`src/rtl/core/ebt_pkg.sv`:
```
package ebt_pkg;

   localparam int TABLE_ENTRIES_DEF = 16;
   localparam int OP_W              = 3;
   localparam int DATA_W            = 32;

   localparam logic [OP_W-1:0] OP_SET      = 3'd0;
   localparam logic [OP_W-1:0] OP_UNSET    = 3'd1;
   localparam logic [OP_W-1:0] OP_TOGGLE   = 3'd2;
   localparam logic [OP_W-1:0] OP_ISSET    = 3'd3;
   localparam logic [OP_W-1:0] OP_ISNOTSET = 3'd4;
   localparam logic [OP_W-1:0] OP_TIMEDOUT = 3'd5;

   // Carries that ripple from the lowest cell to the highest.
   typedef struct packed {
      logic hit_seen;    // a lower cell already holds the flag
      logic hit_stale;   // the holding cell's expiry is below now
      logic free_seen;   // a lower cell is free
      logic later_seen;  // some lower valid cell expires after now
   } chain_type;

   // Update commands broadcast from the top level to every cell.
   typedef struct packed {
      logic clear_hit;    // invalidate the holding cell
      logic clear_stale;  // invalidate the holding cell if it has expired
      logic add;          // write the flag into the lowest free cell
   } ctl_type;

endpackage

```
`src/rtl/core/ebt_cell.sv`:
```
module ebt_cell import ebt_pkg::*; (
   input  logic              clock,
   input  logic              reset,
   input  logic              capture,
   input  logic              update,
   input  logic [DATA_W-1:0] req_bit_index,
   input  logic [DATA_W-1:0] req_now,
   input  logic [DATA_W-1:0] wr_index,
   input  logic [DATA_W-1:0] wr_expiry,
   input  ctl_type           ctl,
   input  chain_type         chain_in,
   output chain_type         chain_out
);

   logic              valid_ff;
   logic              valid_in;
   logic [DATA_W-1:0] index_ff;
   logic [DATA_W-1:0] expiry_ff;
   logic              hit_ff;
   logic              stale_ff;
   logic              later_ff;
   logic              own_hit;
   logic              own_free;
   logic              write_en;

   // The cell owns the request only if no lower cell claimed it first.
   assign own_hit  = hit_ff && !chain_in.hit_seen;
   assign own_free = !valid_ff && !chain_in.free_seen;
   assign write_en = update && ctl.add && own_free;

   always_comb begin
      valid_in = valid_ff;
      if (update && own_hit && (ctl.clear_hit || (ctl.clear_stale && stale_ff))) begin
         valid_in = 1'b0;
      end
      if (write_en) begin
         valid_in = 1'b1;
      end
   end

   always_comb begin
      chain_out.hit_seen   = chain_in.hit_seen | hit_ff;
      chain_out.hit_stale  = chain_in.hit_seen ? chain_in.hit_stale : (hit_ff & stale_ff);
      chain_out.free_seen  = chain_in.free_seen | !valid_ff;
      chain_out.later_seen = chain_in.later_seen | (valid_ff & later_ff);
   end

   always_ff @(posedge clock) begin
      if (reset) begin
         valid_ff <= 1'b0;
      end else begin
         valid_ff <= valid_in;
      end
   end

   always_ff @(posedge clock) begin
      if (write_en) begin
         index_ff  <= wr_index;
         expiry_ff <= wr_expiry;
      end
      if (capture) begin
         hit_ff   <= valid_ff && (index_ff == req_bit_index);
         stale_ff <= expiry_ff < req_now;
         later_ff <= expiry_ff > req_now;
      end
   end

endmodule

```
`src/rtl/core/expiring_bit_table_top.sv`:
```
// A word accepted at one clock edge updates the table at the next edge, and its
// result strobe is high during the cycle after that.
// A new word is accepted only while busy is low; busy is high for the one cycle in which the
// carry chain through all cells settles. The result port has no stall.
// Reset is synchronous and clears every valid flag at once; no clearing pass is needed.
module expiring_bit_table_top import ebt_pkg::*; #(
   parameter int TABLE_ENTRIES = TABLE_ENTRIES_DEF
) (
   input  logic              clock,
   input  logic              reset,
   input  logic              start,
   output logic              busy,
   input  logic [OP_W-1:0]   req_operation,
   input  logic [DATA_W-1:0] req_bit_index,
   input  logic [DATA_W-1:0] req_expire_time,
   input  logic [DATA_W-1:0] req_now,
   output logic              rsp_valid,
   output logic              rsp_answer,
   output logic              rsp_table_full
);

   // The table is a row of identical cells, one entry each. At the edge that accepts a
   // word, every cell registers its own comparisons against the request: whether it
   // holds the flag, whether its expiry is below now, and whether it is above now.
   // During the following cycle those results ripple from the lowest cell upward, so
   // that each cell learns whether a lower cell already holds the flag or is free. This
   // gives the lowest match and the lowest free entry without any central search.

   logic              busy_ff;
   logic              rsp_valid_ff;
   logic              rsp_answer_ff;
   logic              rsp_answer_in;
   logic              rsp_table_full_ff;
   logic              rsp_table_full_in;
   logic [OP_W-1:0]   op_ff;
   logic [DATA_W-1:0] index_ff;
   logic [DATA_W-1:0] expiry_ff;
   logic              accept;
   logic              found;
   logic              present;
   ctl_type           ctl;
   chain_type         chain_w [0:TABLE_ENTRIES];

   assign accept = start && !busy_ff;
   assign busy   = busy_ff;

   assign chain_w[0] = '0;

   generate
      for (genvar i = 0; i < TABLE_ENTRIES; i++) begin : g_cell
         ebt_cell u_cell (
            .clock         (clock),
            .reset         (reset),
            .capture       (accept),
            .update        (busy_ff),
            .req_bit_index (req_bit_index),
            .req_now       (req_now),
            .wr_index      (index_ff),
            .wr_expiry     (expiry_ff),
            .ctl           (ctl),
            .chain_in      (chain_w[i]),
            .chain_out     (chain_w[i+1])
         );
      end
   endgenerate

   // The far end of the chain summarizes the whole table for the decision below.
   assign found   = chain_w[TABLE_ENTRIES].hit_seen;
   assign present = found && !chain_w[TABLE_ENTRIES].hit_stale;

   always_comb begin
      ctl               = '0;
      rsp_answer_in     = 1'b0;
      rsp_table_full_in = 1'b0;
      case (op_ff)
         OP_SET: begin
            ctl.add           = !found;
            rsp_table_full_in = !found && !chain_w[TABLE_ENTRIES].free_seen;
         end
         OP_UNSET: begin
            ctl.clear_hit = 1'b1;
         end
         OP_TOGGLE: begin
            ctl.clear_hit     = 1'b1;
            ctl.add           = !found;
            rsp_table_full_in = !found && !chain_w[TABLE_ENTRIES].free_seen;
         end
         OP_ISSET: begin
            // An expired flag is dropped when it is tested.
            ctl.clear_stale = 1'b1;
            rsp_answer_in   = present;
         end
         OP_ISNOTSET: begin
            ctl.clear_stale = 1'b1;
            rsp_answer_in   = !present;
         end
         OP_TIMEDOUT: begin
            rsp_answer_in = !chain_w[TABLE_ENTRIES].later_seen;
         end
         default: begin
            // Unused codes leave the table alone and answer zero.
            ctl = '0;
         end
      endcase
   end

   always_ff @(posedge clock) begin
      if (reset) begin
         busy_ff      <= 1'b0;
         rsp_valid_ff <= 1'b0;
      end else begin
         busy_ff      <= accept;
         rsp_valid_ff <= busy_ff;
      end
   end

   always_ff @(posedge clock) begin
      if (accept) begin
         op_ff     <= req_operation;
         index_ff  <= req_bit_index;
         expiry_ff <= req_expire_time;
      end
      if (busy_ff) begin
         rsp_answer_ff     <= rsp_answer_in;
         rsp_table_full_ff <= rsp_table_full_in;
      end
   end

   assign rsp_valid      = rsp_valid_ff;
   assign rsp_answer     = rsp_answer_ff;
   assign rsp_table_full = rsp_table_full_ff;

`ifndef ASSERT_OFF
   // Every table update is followed by exactly one result word.
   a_rsp_follows: assert property (@(posedge clock) disable iff (reset)
      busy_ff |=> rsp_valid_ff) else $error("result strobe missing after update");

   // The update phase lasts a single cycle.
   a_busy_one: assert property (@(posedge clock) disable iff (reset)
      busy_ff |=> !busy_ff) else $error("busy held longer than one cycle");

   // Only an add can report a full table.
   a_full_op: assert property (@(posedge clock) disable iff (reset)
      (rsp_valid_ff && rsp_table_full_ff) |-> (op_ff == OP_SET || op_ff == OP_TOGGLE))
      else $error("table full reported for an operation that does not add");

   // A result never both answers a test and reports a dropped add.
   a_exclusive: assert property (@(posedge clock) disable iff (reset)
      rsp_valid_ff |-> !(rsp_answer_ff && rsp_table_full_ff))
      else $error("answer and table full both set");
`endif

endmodule
```
`config.mk`:
```
export PLATFORM = sky130hd
export DESIGN_NAME = expiring_bit_table_top
export DESIGN_NICKNAME = d
export VERILOG_FILES = /design/src/rtl/core/ebt_pkg.sv /design/src/rtl/core/ebt_cell.sv /design/src/rtl/core/expiring_bit_table_top.sv
export SDC_FILE = /design/constraint.sdc
export NUM_CORES = 2
export LEC_CHECK = 0
export BUFFER_PORTS_ARGS = -buffer_cell sky130_fd_sc_hd__buf_2
export CORE_MARGIN = 2
export CORE_UTILIZATION = 50
export DETAILED_ROUTE_END_ITERATION = 6
export HOLD_SLACK_MARGIN = 0.1
export PLACE_DENSITY = 0.66
export SLEW_MARGIN = 25
export SYNTH_ARGS = -nofsm -noshare
export SYNTH_HDL_FRONTEND = slang
export SYNTH_SLANG_ARGS = --single-unit
```
`constraint.sdc`:
```
create_clock -name clock -period 8.1 [get_ports clock]
set_input_delay 0 -clock clock [delete_from_list [all_inputs] [get_ports clock]]
set_output_delay 0 -clock clock [all_outputs]
set_load 0.02 [all_outputs]
```
==> summary.md <==
| Metric | Value |
|---|---|
| Max_cap viols | `0` |
| Actual slew at the worst max-slew pin | `between 1 and 1.5 ns` |
| Fin. max-slew vios | `0` |
| Seq/Total Area, Yosys | `65.5%` |
| Via Count | `~33000` |
| RR Startpoint | `g_cell[5].u_cell.hit_ff` |
| H-tree Lvls | `4` |
| Overall global routing resource usage | `28.6%` |
| Syn Inst Count | `3468` |
| Rel. slew slack | `24.3%` |
| Mean post-synth cell area | `15.2 um^2` |
| First-pass GRT wire length | `219 mm` |
| Die Area | `0.108 mm^2` |
| Post-CTS Resized | `0` |
| Worst-path maximum fanout | `33` |
| Die height | `329 um` |
| Status | `complete, no violations` |
| Final setup vio count | `0` |
| CP Cell Sequence | `nor3_1 > and4_1 > nand3_1 > nor2_1 > nand2_1 > nor2_4 > buf_4` |
| Final Net Count | `between 4000 and 5000` |
| Worst-path clk slew | `approximately 0.06 ns` |
| Routed wire length | `approximately 150 mm` |
| FF-to-FF setup slack | `between 4 and 5 ns` |
| Simple-gate share of the synthesized area | `between 7 and 8%` |
| Starting Density | `50.3%` |
| CP arrival | `4.00 ns` |
| Max stage delay on crit path | `0.78 ns` |
| Crit. End Element | `register` |
| Startpoint types | `register` |
| CTS root buf | `clkbuf_16` |
| Critical path launch point | `g_cell[5].u_cell.hit_ff` |
| VDD IR max | `206 uV` |
| Unrepaired setup endpoints after global routing | `false` |
| Worst Path Required | `8.46 ns` |
| First-pass iteration count of the detailed router | `7` |
| Ys async rst share | `0%` |
| Post-synth cell types | `71` |
| Mux cell area share after synthesis | `0.0189%` |
| P_leak | `21.2 nW` |
| PwrDens | `between 200 and 250 mW/mm^2` |
| Yosys warns | `0` |
| Number of placement rows | `119` |
| Post-synthesis compound-gate area fraction | `around 5.5%` |
| Clk_lat worst skew | `0.74 ns` |
| Core ar. | `0.105 mm^2` |
| Setup CP Type | `reg2reg` |
| Post-Synth Adder-Cell Area | `12.1%` |
| Clock Sinks | `~1200` |
| CTS tree | `yes` |
| Initial antenna violation count | `9` |
| Fin crit share | `45.0%` |
| Final ANT Viol Nets | `0` |
| Layout overhead on the synthesized area | `15.4%` |
| Post-Syn Area | `0.0529 mm^2` |
| DP HPWL | `roughly 95 mm` |
| IO Pins | `106` |
| PortBufs | `approximately 110` |
| Post-synthesis xor/xnor area fraction | `under 10%` |
| Largest family of logic cells by synthesized area | `adder cells` |
| Hold Violations, Final | `0` |
| Clock buffer depth | `3` |
| Routed length per instance | `around 29 um` |
| Total power | `approximately 13 mW` |
| Flops & latches, synth | `approximately 1200` |
| CTS buffer count | `130` |
| Mapped Nets | `about 4000` |
| Layout fillers | `8229` |
| EDFF count, synth | `1141` |
| Hold path start | `req_now[7]` |
| Routability congestion estimate | `0.903` |
| Via/cell ratio | `slightly above 6` |
| DR iter-0 viols | `3980` |
| Final Critical Period | `3.64 ns` |
| Vias in the first global route | `31500` |
| Ys flop type | `edfxtp_1` |
| FMAX | `approximately 270 MHz` |
| DRC Markers | `0` |
| Overflow after GRT | `0` |
| HP Class | `in2reg` |
| Final TNS setup | `0 ns` |
| Slowest CP cell | `nor2_4` |
| Largest net degree at the start of global routing | `65` |
| Setup Skew | `0.0332 ns` |
| Layout cells sized above 1 | `10.9%` |
| Die Wd | `around 330 um` |
[worst max-delay path, delay by kind of cell, from the launching register on]
family,cells,cell delay (ns)
DFF,1,0.47
buffers and inverters,1,0.56
and+or+nand+nor,6,2.20
[synth_stat cells, types with 18 or more instances]
cell type / number / share of area (%)
ha_1: 512 / 12
buf_2: 57 / 0.54
o21ai_0: 89 / 0.84
nand3_1: 80 / 0.76
nor2_1: 90 / 0.64
a31oi_1: 20 / 0.24
a21oi_1: 143 / 1.4
edfxtp_1: 1141 / 65
nor2b_1: 21 / 0.25
a211oi_1: 38 / 0.54
inv_1: 69 / 0.49
o211ai_1: 22 / 0.31
xor2_1: 64 / 1.1
a21o_1: 32 / 0.45
nand2_1: 95 / 0.67
nand4_1: 196 / 2.3
dfxtp_1: 18 / 0.68
o21a_1: 20 / 0.28
xnor2_1: 449 / 7.4
nor4_1: 76 / 0.90
nor3_1: 54 / 0.51
[worst paths after layout]
path	to	cells after the start
setup / recovery	g_cell[10].u_cell.expiry_ff[10]	7
hold / removal	g_cell[0].u_cell.later_ff	5
setup reg to reg	g_cell[10].u_cell.expiry_ff[10]	7
hold reg to reg	g_cell[13].u_cell.index_ff[23]	0
[layout make-up]
cell class	count	area [um^2]	share of cell area, %
antenna	1	2.50	0.00410
clock buffer	160	3430	5.62
clock inverter	74	806	1.32
inverter	69	263	0.431
multi-input combinational	2166	17800	29.1
sequential	1159	34600	56.7
tap	1391	1740	2.85
timing repair buffer	301	2380	3.91
[cells by family after synthesis]
logic type | after synthesis
flops | 1159
simple gates | 687
xor+xnor | 513
fa+ha+maj | 512
compound gates | 453
buf+inv | 143
mux | 1
[report_power, final]
group          internal, mW  switching (mW)  leakage, nW
clock network          3.47            2.42         2.07
logic                 0.294           0.481         8.64
registers              6.63           0.138         10.5
total                  10.4            3.04         21.2
[sequential cells by signal, indices dropped and copies added, names as in the netlist]
name                     cells
g_cell.u_cell.index_ff     512
index_ff                    32
g_cell.u_cell.later_ff      16
rsp_table_full               1
g_cell.u_cell.stale_ff      16
rsp_valid                    1
expiry_ff                   32
rsp_answer                   1
g_cell.u_cell.hit_ff        16
busy                         1
op_ff                        3
g_cell.u_cell.expiry_ff    512
g_cell.u_cell.valid_ff      16
[per-stage QoR]
stage	hold WS, ns	utilization, %	setup slack [ns]	std cells	cell area, um^2
finish	0.209	58.0	4.46	5321	61000
floorplan	0.0989	-	1.82	3468	52900
global placement	0.177	52.8	4.53	4969	55500
global route	0.226	58.0	4.31	5320	61000
detailed placement	0.178	52.9	4.56	4978	55600
CTS	0.165	57.9	4.54	5315	60900
[layout by cell type, fill, tap and decap left out, types with 69 or more instances in the layout]
cell,Yosys,final
nand4_1,196,196
buf_4,3,79
nor4_1,76,69
dlygate4sd3_1,0,104
nand2_1,95,95
a21oi_1,143,143
buf_2,57,105
o21ai_0,89,89
nor2_1,90,83
edfxtp_1,1141,1141
clkbuf_16,0,133
xnor2_1,449,449
ha_1,512,512
nand3_1,80,80
[layer usage]
layer,global-route usage (%),wire length (um),up-vias
met4,8.73,4310,2
met5,0,13,-
met3,5.09,14800,249
met1,42.1,65800,16400
met2,43.5,68900,1595
li1,-,-,14300
[what timing repair did]
action,in CTS,in global routing
buffers inserted,0,0
hold endpoints to repair,91,32
hold buffers,103,1
Note: power is estimated with default switching activity, not from simulation.
